### src/kmq_pkg.sv
// ----------------------------------------------------------------------------
// kmq_pkg: shared types and codes of the keyed message queue
// Beat structs for both channels, command and status codes, default sizes.
// ----------------------------------------------------------------------------
package kmq_pkg;

  localparam int QUEUE_DEPTH_DEF  = 16;
  localparam int PAYLOAD_BITS_DEF = 32;
  localparam int TARGET_BITS_DEF  = 16;

  localparam int CMD_W    = 2;
  localparam int TGT_IN_W = 16;
  localparam int PAY_W    = 32;
  localparam int STAT_W   = 2;
  localparam int CNT_W    = 5;

  localparam logic [CMD_W-1:0] CMD_PUSH  = 2'd0;
  localparam logic [CMD_W-1:0] CMD_TAKE  = 2'd1;
  localparam logic [CMD_W-1:0] CMD_COUNT = 2'd2;

  localparam logic [STAT_W-1:0] STAT_OK   = 2'd0;
  localparam logic [STAT_W-1:0] STAT_FULL = 2'd1;
  localparam logic [STAT_W-1:0] STAT_NONE = 2'd2;

  typedef struct packed {
    logic [CMD_W-1:0]    command;
    logic [TGT_IN_W-1:0] dest_id;
    logic [PAY_W-1:0]    payload;
  } in_beat_t;

  typedef struct packed {
    logic [STAT_W-1:0] status;
    logic [PAY_W-1:0]  payload_out;
    logic [CNT_W-1:0]  count_out;
  } out_beat_t;

endpackage

### src/kmq_store.sv
// ----------------------------------------------------------------------------
// kmq_store: entry memory of the keyed message queue
// One write port, one read port with registered read data.
// ----------------------------------------------------------------------------
module kmq_store #(
  parameter int DEPTH = kmq_pkg::QUEUE_DEPTH_DEF,
  parameter int WIDTH = kmq_pkg::TARGET_BITS_DEF + kmq_pkg::PAYLOAD_BITS_DEF
) (
  input  logic                     clk,
  input  logic                     wr_en,
  input  logic [$clog2(DEPTH)-1:0] wr_addr,
  input  logic [WIDTH-1:0]         wr_data,
  input  logic                     rd_en,
  input  logic [$clog2(DEPTH)-1:0] rd_addr,
  output logic [WIDTH-1:0]         rd_data
);

  logic [WIDTH-1:0] mem [DEPTH];
  logic [WIDTH-1:0] rd_data_r;

  always_ff @(posedge clk) begin
    if (wr_en) begin
      mem[wr_addr] <= wr_data;
    end
    if (rd_en) begin
      rd_data_r <= mem[rd_addr];
    end
  end

  assign rd_data = rd_data_r;

endmodule

### src/kmq_seq.sv
// ----------------------------------------------------------------------------
// kmq_seq: command sequencer of the keyed message queue
// Scans the entry memory one entry per cycle with a shared key compare and
// hit counter, and closes the gap after a take by copying entries down.
// ----------------------------------------------------------------------------
module kmq_seq #(
  parameter int QUEUE_DEPTH  = kmq_pkg::QUEUE_DEPTH_DEF,
  parameter int PAYLOAD_BITS = kmq_pkg::PAYLOAD_BITS_DEF,
  parameter int TARGET_BITS  = kmq_pkg::TARGET_BITS_DEF
) (
  input  logic                                 clk,
  input  logic                                 rst_n,
  input  logic                                 in_valid,
  output logic                                 in_ready,
  input  kmq_pkg::in_beat_t                    in_beat,
  output logic                                 res_valid,
  input  logic                                 res_ready,
  output kmq_pkg::out_beat_t                   res_beat,
  output logic                                 mem_wr_en,
  output logic [$clog2(QUEUE_DEPTH)-1:0]       mem_wr_addr,
  output logic [TARGET_BITS+PAYLOAD_BITS-1:0]  mem_wr_data,
  output logic                                 mem_rd_en,
  output logic [$clog2(QUEUE_DEPTH)-1:0]       mem_rd_addr,
  input  logic [TARGET_BITS+PAYLOAD_BITS-1:0]  mem_rd_data
);

  localparam int IDX_W = $clog2(QUEUE_DEPTH);
  localparam int OCC_W = $clog2(QUEUE_DEPTH + 1);
  localparam logic [OCC_W-1:0] DEPTH_OCC = OCC_W'(QUEUE_DEPTH);

  typedef enum logic [3:0] {
    ST_IDLE  = 4'b0001,
    ST_SCAN  = 4'b0010,
    ST_SHIFT = 4'b0100,
    ST_FIN   = 4'b1000
  } state_t;

  function automatic logic [kmq_pkg::CNT_W-1:0] cnt_fit(input logic [OCC_W-1:0] v);
    logic [OCC_W+kmq_pkg::CNT_W-1:0] t;
    t = {{kmq_pkg::CNT_W{1'b0}}, v};
    return t[kmq_pkg::CNT_W-1:0];
  endfunction

  function automatic logic [kmq_pkg::PAY_W-1:0] pay_fit(input logic [PAYLOAD_BITS-1:0] v);
    logic [PAYLOAD_BITS+kmq_pkg::PAY_W-1:0] t;
    t = {{kmq_pkg::PAY_W{1'b0}}, v};
    return t[kmq_pkg::PAY_W-1:0];
  endfunction

  state_t                       state_r, state_nxt;
  logic [kmq_pkg::CMD_W-1:0]    cmd_r, cmd_nxt;
  logic [TARGET_BITS-1:0]       key_r, key_nxt;
  logic [OCC_W-1:0]             occ_r, occ_nxt;
  logic [OCC_W-1:0]             idx_r, idx_nxt;
  logic [OCC_W-1:0]             hits_r, hits_nxt;
  logic                         pend_r, pend_nxt;
  logic [IDX_W-1:0]             wr_ptr_r, wr_ptr_nxt;
  kmq_pkg::out_beat_t           res_r, res_nxt;

  logic [kmq_pkg::TGT_IN_W+TARGET_BITS-1:0] key_ext;
  logic [kmq_pkg::PAY_W+PAYLOAD_BITS-1:0]   data_ext;
  logic [TARGET_BITS-1:0]                   key_in;
  logic [PAYLOAD_BITS-1:0]                  data_in;
  logic [TARGET_BITS-1:0]                   rd_target;
  logic [PAYLOAD_BITS-1:0]                  rd_payload;
  logic [OCC_W-1:0]                         idx_prev;
  logic                                     issue;
  logic                                     hit;

  // Narrow or zero-extend the input fields to the stored widths
  assign key_ext  = {{TARGET_BITS{1'b0}}, in_beat.dest_id};
  assign data_ext = {{PAYLOAD_BITS{1'b0}}, in_beat.payload};
  assign key_in   = key_ext[TARGET_BITS-1:0];
  assign data_in  = data_ext[PAYLOAD_BITS-1:0];

  assign rd_target  = mem_rd_data[TARGET_BITS+PAYLOAD_BITS-1:PAYLOAD_BITS];
  assign rd_payload = mem_rd_data[PAYLOAD_BITS-1:0];
  assign idx_prev   = idx_r - 1'b1;

  // Shared key compare on the entry read last cycle
  assign hit   = pend_r && (rd_target == key_r);
  assign issue = ((state_r == ST_SCAN) || (state_r == ST_SHIFT)) && (idx_r < occ_r);

  assign in_ready  = (state_r == ST_IDLE);
  assign res_valid = (state_r == ST_FIN);
  assign res_beat  = res_r;

  assign mem_rd_en   = issue;
  assign mem_rd_addr = idx_r[IDX_W-1:0];

  always_comb begin
    state_nxt   = state_r;
    cmd_nxt     = cmd_r;
    key_nxt     = key_r;
    occ_nxt     = occ_r;
    idx_nxt     = idx_r;
    hits_nxt    = hits_r;
    wr_ptr_nxt  = wr_ptr_r;
    res_nxt     = res_r;
    pend_nxt    = issue;
    mem_wr_en   = 1'b0;
    mem_wr_addr = occ_r[IDX_W-1:0];
    mem_wr_data = {key_in, data_in};

    if (issue) begin
      idx_nxt = idx_r + 1'b1;
    end

    unique case (state_r)
      ST_IDLE: begin
        if (in_valid) begin
          cmd_nxt  = in_beat.command;
          key_nxt  = key_in;
          idx_nxt  = '0;
          hits_nxt = '0;
          res_nxt.status      = kmq_pkg::STAT_OK;
          res_nxt.payload_out = '0;
          res_nxt.count_out   = cnt_fit(occ_r);
          unique case (in_beat.command) inside
            kmq_pkg::CMD_PUSH: begin
              if (occ_r == DEPTH_OCC) begin
                res_nxt.status = kmq_pkg::STAT_FULL;
              end else begin
                mem_wr_en         = 1'b1;
                occ_nxt           = occ_r + 1'b1;
                res_nxt.count_out = cnt_fit(occ_r + 1'b1);
              end
              state_nxt = ST_FIN;
            end
            kmq_pkg::CMD_TAKE, kmq_pkg::CMD_COUNT: begin
              state_nxt = ST_SCAN;
            end
            default: begin
              state_nxt = ST_FIN;
            end
          endcase
        end
      end
      ST_SCAN: begin
        if (hit && (cmd_r == kmq_pkg::CMD_TAKE)) begin
          // The read issued this cycle is the entry right after the match
          res_nxt.status      = kmq_pkg::STAT_OK;
          res_nxt.payload_out = pay_fit(rd_payload);
          res_nxt.count_out   = '0;
          wr_ptr_nxt          = idx_prev[IDX_W-1:0];
          state_nxt           = ST_SHIFT;
        end else if (hit) begin
          hits_nxt = hits_r + 1'b1;
        end else if (!pend_r && !issue) begin
          res_nxt.payload_out = '0;
          if (cmd_r == kmq_pkg::CMD_TAKE) begin
            res_nxt.status    = kmq_pkg::STAT_NONE;
            res_nxt.count_out = '0;
          end else begin
            res_nxt.status    = kmq_pkg::STAT_OK;
            res_nxt.count_out = cnt_fit(hits_r);
          end
          state_nxt = ST_FIN;
        end
      end
      ST_SHIFT: begin
        // Copy each later entry down by one slot
        if (pend_r) begin
          mem_wr_en   = 1'b1;
          mem_wr_addr = wr_ptr_r;
          mem_wr_data = mem_rd_data;
          wr_ptr_nxt  = wr_ptr_r + 1'b1;
        end else if (!issue) begin
          occ_nxt   = occ_r - 1'b1;
          state_nxt = ST_FIN;
        end
      end
      ST_FIN: begin
        if (res_ready) begin
          state_nxt = ST_IDLE;
        end
      end
      default: begin
        state_nxt = ST_IDLE;
      end
    endcase
  end

  always_ff @(posedge clk) begin
    if (!rst_n) begin
      state_r <= ST_IDLE;
      occ_r   <= '0;
      pend_r  <= 1'b0;
    end else begin
      state_r <= state_nxt;
      occ_r   <= occ_nxt;
      pend_r  <= pend_nxt;
    end
  end

  always_ff @(posedge clk) begin
    cmd_r    <= cmd_nxt;
    key_r    <= key_nxt;
    idx_r    <= idx_nxt;
    hits_r   <= hits_nxt;
    wr_ptr_r <= wr_ptr_nxt;
    res_r    <= res_nxt;
  end

endmodule

### src/keyed_message_queue.sv
// Push and unknown commands answer without a scan; take and count scan the queue first,
//   so their result comes later the more entries the queue holds.
// Throughput: one command at a time; the next input beat is taken only once the result
//   has gone to the output register, so a command holds the block until then. The scan
//   reads one entry per cycle and a take copies the later entries down at the same pace.
// Reset: synchronous, active low; empties the queue. Entry contents are not cleared.
// ----------------------------------------------------------------------------
// keyed_message_queue: bounded message queue with keyed extraction
// Keeps messages in arrival order. Push appends, take removes the oldest
// message for a target and closes the gap, count returns matches per target.
// ----------------------------------------------------------------------------
module keyed_message_queue #(
  parameter int QUEUE_DEPTH  = kmq_pkg::QUEUE_DEPTH_DEF,
  parameter int PAYLOAD_BITS = kmq_pkg::PAYLOAD_BITS_DEF,
  parameter int TARGET_BITS  = kmq_pkg::TARGET_BITS_DEF
) (
  input  logic               clk,
  input  logic               rst_n,
  input  logic               in_valid,
  output logic               in_stall,
  input  kmq_pkg::in_beat_t  in_data,
  output logic               out_valid,
  input  logic               out_stall,
  output kmq_pkg::out_beat_t out_data
);

  localparam int IDX_W = $clog2(QUEUE_DEPTH);
  localparam int ENT_W = TARGET_BITS + PAYLOAD_BITS;

  logic               seq_ready;
  logic               res_valid;
  logic               res_ready;
  kmq_pkg::out_beat_t res_beat;

  logic               mem_wr_en;
  logic [IDX_W-1:0]   mem_wr_addr;
  logic [ENT_W-1:0]   mem_wr_data;
  logic               mem_rd_en;
  logic [IDX_W-1:0]   mem_rd_addr;
  logic [ENT_W-1:0]   mem_rd_data;

  logic               out_valid_r;
  kmq_pkg::out_beat_t out_data_r;

  // Stall the input while the sequencer works on a command
  assign in_stall = !seq_ready;

  // The output register takes a new beat when empty or being drained
  assign res_ready = !out_valid_r || !out_stall;

  kmq_seq #(
    .QUEUE_DEPTH  (QUEUE_DEPTH),
    .PAYLOAD_BITS (PAYLOAD_BITS),
    .TARGET_BITS  (TARGET_BITS)
  ) u_seq (
    .clk         (clk),
    .rst_n       (rst_n),
    .in_valid    (in_valid),
    .in_ready    (seq_ready),
    .in_beat     (in_data),
    .res_valid   (res_valid),
    .res_ready   (res_ready),
    .res_beat    (res_beat),
    .mem_wr_en   (mem_wr_en),
    .mem_wr_addr (mem_wr_addr),
    .mem_wr_data (mem_wr_data),
    .mem_rd_en   (mem_rd_en),
    .mem_rd_addr (mem_rd_addr),
    .mem_rd_data (mem_rd_data)
  );

  // Entries are stored as {target, payload}, slot 0 oldest
  kmq_store #(
    .DEPTH (QUEUE_DEPTH),
    .WIDTH (ENT_W)
  ) u_store (
    .clk     (clk),
    .wr_en   (mem_wr_en),
    .wr_addr (mem_wr_addr),
    .wr_data (mem_wr_data),
    .rd_en   (mem_rd_en),
    .rd_addr (mem_rd_addr),
    .rd_data (mem_rd_data)
  );

  // Output register: hold the beat while stalled, drop valid once taken
  always_ff @(posedge clk) begin
    if (!rst_n) begin
      out_valid_r <= 1'b0;
    end else if (res_valid && res_ready) begin
      out_valid_r <= 1'b1;
    end else if (!out_stall) begin
      out_valid_r <= 1'b0;
    end
  end

  always_ff @(posedge clk) begin
    if (res_valid && res_ready) begin
      out_data_r <= res_beat;
    end
  end

  assign out_valid = out_valid_r;
  assign out_data  = out_data_r;

endmodule

### config.mk
export PLATFORM = sky130hd
export DESIGN_NAME = keyed_message_queue
export DESIGN_NICKNAME = d
export VERILOG_FILES = /design/src/kmq_pkg.sv /design/src/kmq_store.sv /design/src/kmq_seq.sv /design/src/keyed_message_queue.sv
export SDC_FILE = /design/constraint.sdc
export NUM_CORES = 1
export LEC_CHECK = 0
export ABC_AREA = 1
export BUFFER_PORTS_ARGS = -buffer_cell sky130_fd_sc_hd__buf_2
export CAP_MARGIN = 0
export CORE_MARGIN = 5
export CORE_UTILIZATION = 25
export CTS_CLUSTER_DIAMETER = 60
export DETAILED_ROUTE_END_ITERATION = 6
export PLACE_DENSITY = 0.35
export RECOVER_POWER = 25
export SKIP_CTS_REPAIR_TIMING = 1
export SLEW_MARGIN = 20
export SYNTH_ARGS = -nofsm -noshare
export SYNTH_HDL_FRONTEND = slang
export SYNTH_SLANG_ARGS = --single-unit
### constraint.sdc
create_clock -name clk -period 7.3 [get_ports clk]
set_input_delay 2.19 -clock clk [delete_from_list [all_inputs] [get_ports clk]]
set_output_delay 2.19 -clock clk [all_outputs]
set_load 0.1 [all_outputs]
==> metrics.yaml <==
run_status:
  run_status: "finished with violations"
  failed_checks: "max-capacitance violations, max-slew violations"
synth:
  synthTopCellsByArea: "sky130_fd_sc_hd__edfxtp_1 (75%), sky130_fd_sc_hd__nand2_1 (5.9%), sky130_fd_sc_hd__o21ai_0 (4.0%)"
  synth_edf_count: 921
  most_frequent_cells_after_synthesis: "sky130_fd_sc_hd__edfxtp_1 (921), sky130_fd_sc_hd__nand2_1 (575), sky130_fd_sc_hd__o21ai_0 (291)"
  synthesis.nets: 2882
  yosysSeqAreaShare_pct: 76.0
  avgSynthCellArea_um2: 13.1
  synth-warning-count: 0
  netlist_area_um2: 36800
  ys_async_sr_fraction_pct: 0
  synth.largest_area_cell: "sky130_fd_sc_hd__edfxtp_1"
  synth-seq-cells: 937
  synth.top_cell.area_share_pct: 75.1
  synthesis.instances: 2816
  synth_cell_types: 40
  yosysMostFrequentCell: "sky130_fd_sc_hd__edfxtp_1"
  synth_ff_type: "sky130_fd_sc_hd__edfxtp_1"
timing:
  timing.clock.skew_ps: 22.7
  tightest_slew_ps: 2690
  hold_viol_final: 0
  achievable_freq_mhz: 203
  finalMaxSlewViolations: 125
  rsz_0062_raised_after_global_routing: "no"
  relSlewSlack_pct: -79.3
  layout_min_cycle_time_ps: 4930
  timing.setup.tns_ps: 0
  hold_slack_ps: 417
  layout_worst_path_cycle_share_pct: 67.5
  setup-violations-final: 0
die:
  die_w_um: 394
  floorplan.core_area_um2: 146000
  ios: 95
  placement_rows: 140
  design.die.area_um2: 155000
  floorplan.initialDensity_pct: 25.2
  die_height_um: 394
clocking:
  cts_tree: "built"
  cts.sink_count: 937
  clock_latency_ps: 710
  path_clk_slew_ps: 50
  cts_buffers: 112
  clock_tree.root_cell: "sky130_fd_sc_hd__clkbuf_16"
  cts.htree.levels: 3
  clk_path_buf_depth: 3
power_and_ir_drop:
  power.internal_mw: 9.91
  static-leakage-power_nw: 14.7
  power_frac_clock_pct: 37.8
  power.density_cell_area_nw_per_um2: 326
  power.total_mw: 14.2
  power_frac_seq_pct: 45.0
  ir_worst_vdd_uv: 240
  switching_share_pct: 30.0
  switching_power_mw: 4.24
  comb_power_share_pct: 17.3
routing:
  drt_pass1_iterations: 5
  final_antenna_net_count: 0
  dr.first_iter.drc_count: 1347
  via_per_inst: 4.57
  detailroute.via_count: 22700
  detail_route.drc_violations: 0
  routed_wire_length_per_instance_um: 22.4
  routed_wirelength_um: 111000
global_route:
  overflow: 0
  grt_antenna_before_repair: 1
  grt_first_pass_wirelength_um: 163000
  largest_net_degree_at_the_start_of_global_routing: 192
  via_count_of_the_first_global_routing_pass: 23445
  gr-usage-all-layers_pct: 14.1
finish:
  nets: 3021
  fill_cells: 14715
  area_growth_syn_to_layout_pct: 18.0
  post_route_cells_drive_above_1_share_pct: 11.5
worst_setup_path:
  cp_data_required_time_ps: 7700
  cpPeakStageDelay_ps: 1880
  worstSetupPathType: "register to register"
  timing.critical_path.mode_cell: "sky130_fd_sc_hd__clkbuf_1"
  startpoint_type: "register"
  cp_cell_sequence: "nor2_2 -> nand3_1 -> nor2_1 -> inv_4 -> clkbuf_1 -> nand2_1 -> o21ai_0 -> clkbuf_1"
  timing.critical_path.fanout_max: 56
  worst_setup_end_kind: "register"
  crit_path_top_delay_cell: "sky130_fd_sc_hd__clkbuf_1"
  critPathArrivalTime_ps: 5330
place:
  port_buffers: 94
  detailedPlacementHpwl_um: 65900
  globalplace.congestion: 0.769
worst_hold_path:
  worst_hold_path_type: "register to register"
run:
  max_cap_viol_count: 5
==> path summary, 6_finish.rpt <==
path	from	end	slack [ps]	depth (start not counted)
worst max-delay path	u_seq.state_r[0]	u_store.mem[7][10]	2370	8
worst min-delay path	u_seq.res_beat[28]	out_data[28]	420	0
worst max register to register	u_seq.state_r[0]	u_store.mem[7][10]	2370	8
worst min register to register	u_seq.res_beat[28]	out_data[28]	420	0
==> layer usage <==
layer  vias up  routed length, um  GRT usage (%)
li1      10547                  -              -
met1     11614              50300           18.7
met2       416              54400           24.0
met3       123               4140           2.12
met4         0               2440           4.02
met5         -                  0              0
==> power by group through the flow <==
stage / Sequential, mW / Combinational, mW / Clock (mW)
floorplan: 6.46 / 1.57 / 0
global placement: 6.48 / 2.52 / 0
detailed placement: 6.48 / 2.52 / 0
CTS: 6.37 / 2.53 / 5.52
global route: 6.39 / 2.73 / 5.75
finish: 6.36 / 2.45 / 5.35
==> kinds of logic (layout without fill, tap and decap cells) <==
group	count (synthesis)	in the layout	share of synthesized area [%]
buffers and inverters	275	503	3.10
XOR/XNOR	11	11	0.262
other	0	1	0
AND/OR/NAND/NOR	1100	1100	12.6
AO/OA/AOI/OAI	481	481	7.66
adder cells (fa/ha/maj)	12	12	0.408
flip-flops	937	937	76.0
==> cells in the final DEF, fill, tap and decap left out, drive strengths merged <==
| cell | netlist | final |
|---|---|---|
| nor2 | 286 | 286 |
| xor2 | 9 | 9 |
| nand4 | 72 | 72 |
| a21oi | 49 | 49 |
| nand3 | 156 | 156 |
| diode | 0 | 1 |
| nor4 | 1 | 1 |
| o22ai | 32 | 32 |
| clkinv | 0 | 48 |
| o21ai | 302 | 302 |
| nand2 | 579 | 579 |
| o2111ai | 2 | 2 |
| ha | 12 | 12 |
| inv | 112 | 115 |
| o221ai | 66 | 66 |
| clkinvlp | 0 | 7 |
| a22o | 1 | 1 |
| or2 | 4 | 4 |
| bufinv | 0 | 7 |
| edfxtp | 921 | 921 |
| a311oi | 22 | 22 |
| dfxtp | 16 | 16 |
| a21o | 1 | 1 |
| nor3 | 2 | 2 |
| a211oi | 6 | 6 |
| clkbuf | 100 | 177 |
| buf | 63 | 149 |
| xnor2 | 2 | 2 |
==> registers in the layout, indices dropped and copies added, names as in the netlist <==
name / cells
u_seq.idx_r: 5
u_seq.occ_r: 5
u_seq.cmd_r: 2
u_seq.key_r: 16
u_seq.pend_r: 1
u_store.mem: 768
u_seq.hits_r: 5
u_seq.res_beat: 39
u_seq.state_r: 4
u_seq.wr_ptr_r: 4
out_data: 39
out_valid: 1
u_store.rd_data: 48
==> through the flow <==
step / area, um^2 / util (%) / worst slack [ps] / std cells
6_report: 43500 / 29.7 / 2370 / 4962
5_1_grt: 43400 / 29.7 / 1670 / 4961
4_1_cts: 43600 / 29.9 / 2380 / 4961
3_5_place_dp: 40100 / 27.5 / 1610 / 4758
3_3_place_gp: 39900 / 27.3 / 1520 / 4751
2_1_floorplan: 36800 / - / 1640 / 2816
==> layout make-up <==
cell class / instances / area, um^2 / area share, %
clock inverters: 65 / 527 / 1.21
multi-input cells: 1604 / 7800 / 18.0
well taps: 1917 / 2400 / 5.52
flip-flops and latches: 937 / 28000 / 64.4
clock buffers: 138 / 2970 / 6.84
diodes: 1 / 2.50 / 0.00576
repair buffers: 188 / 1320 / 3.04
inverters: 112 / 438 / 1.01
==> worst max-delay path, delay by kind of cell, from the launching register on <==
family,cells,cell delay [ps]
AO/OA/AOI/OAI,1,170
flip-flops,1,410
buffers and inverters,3,2910
AND/OR/NAND/NOR,4,1030
Note: power is estimated with default switching activity, not from simulation.
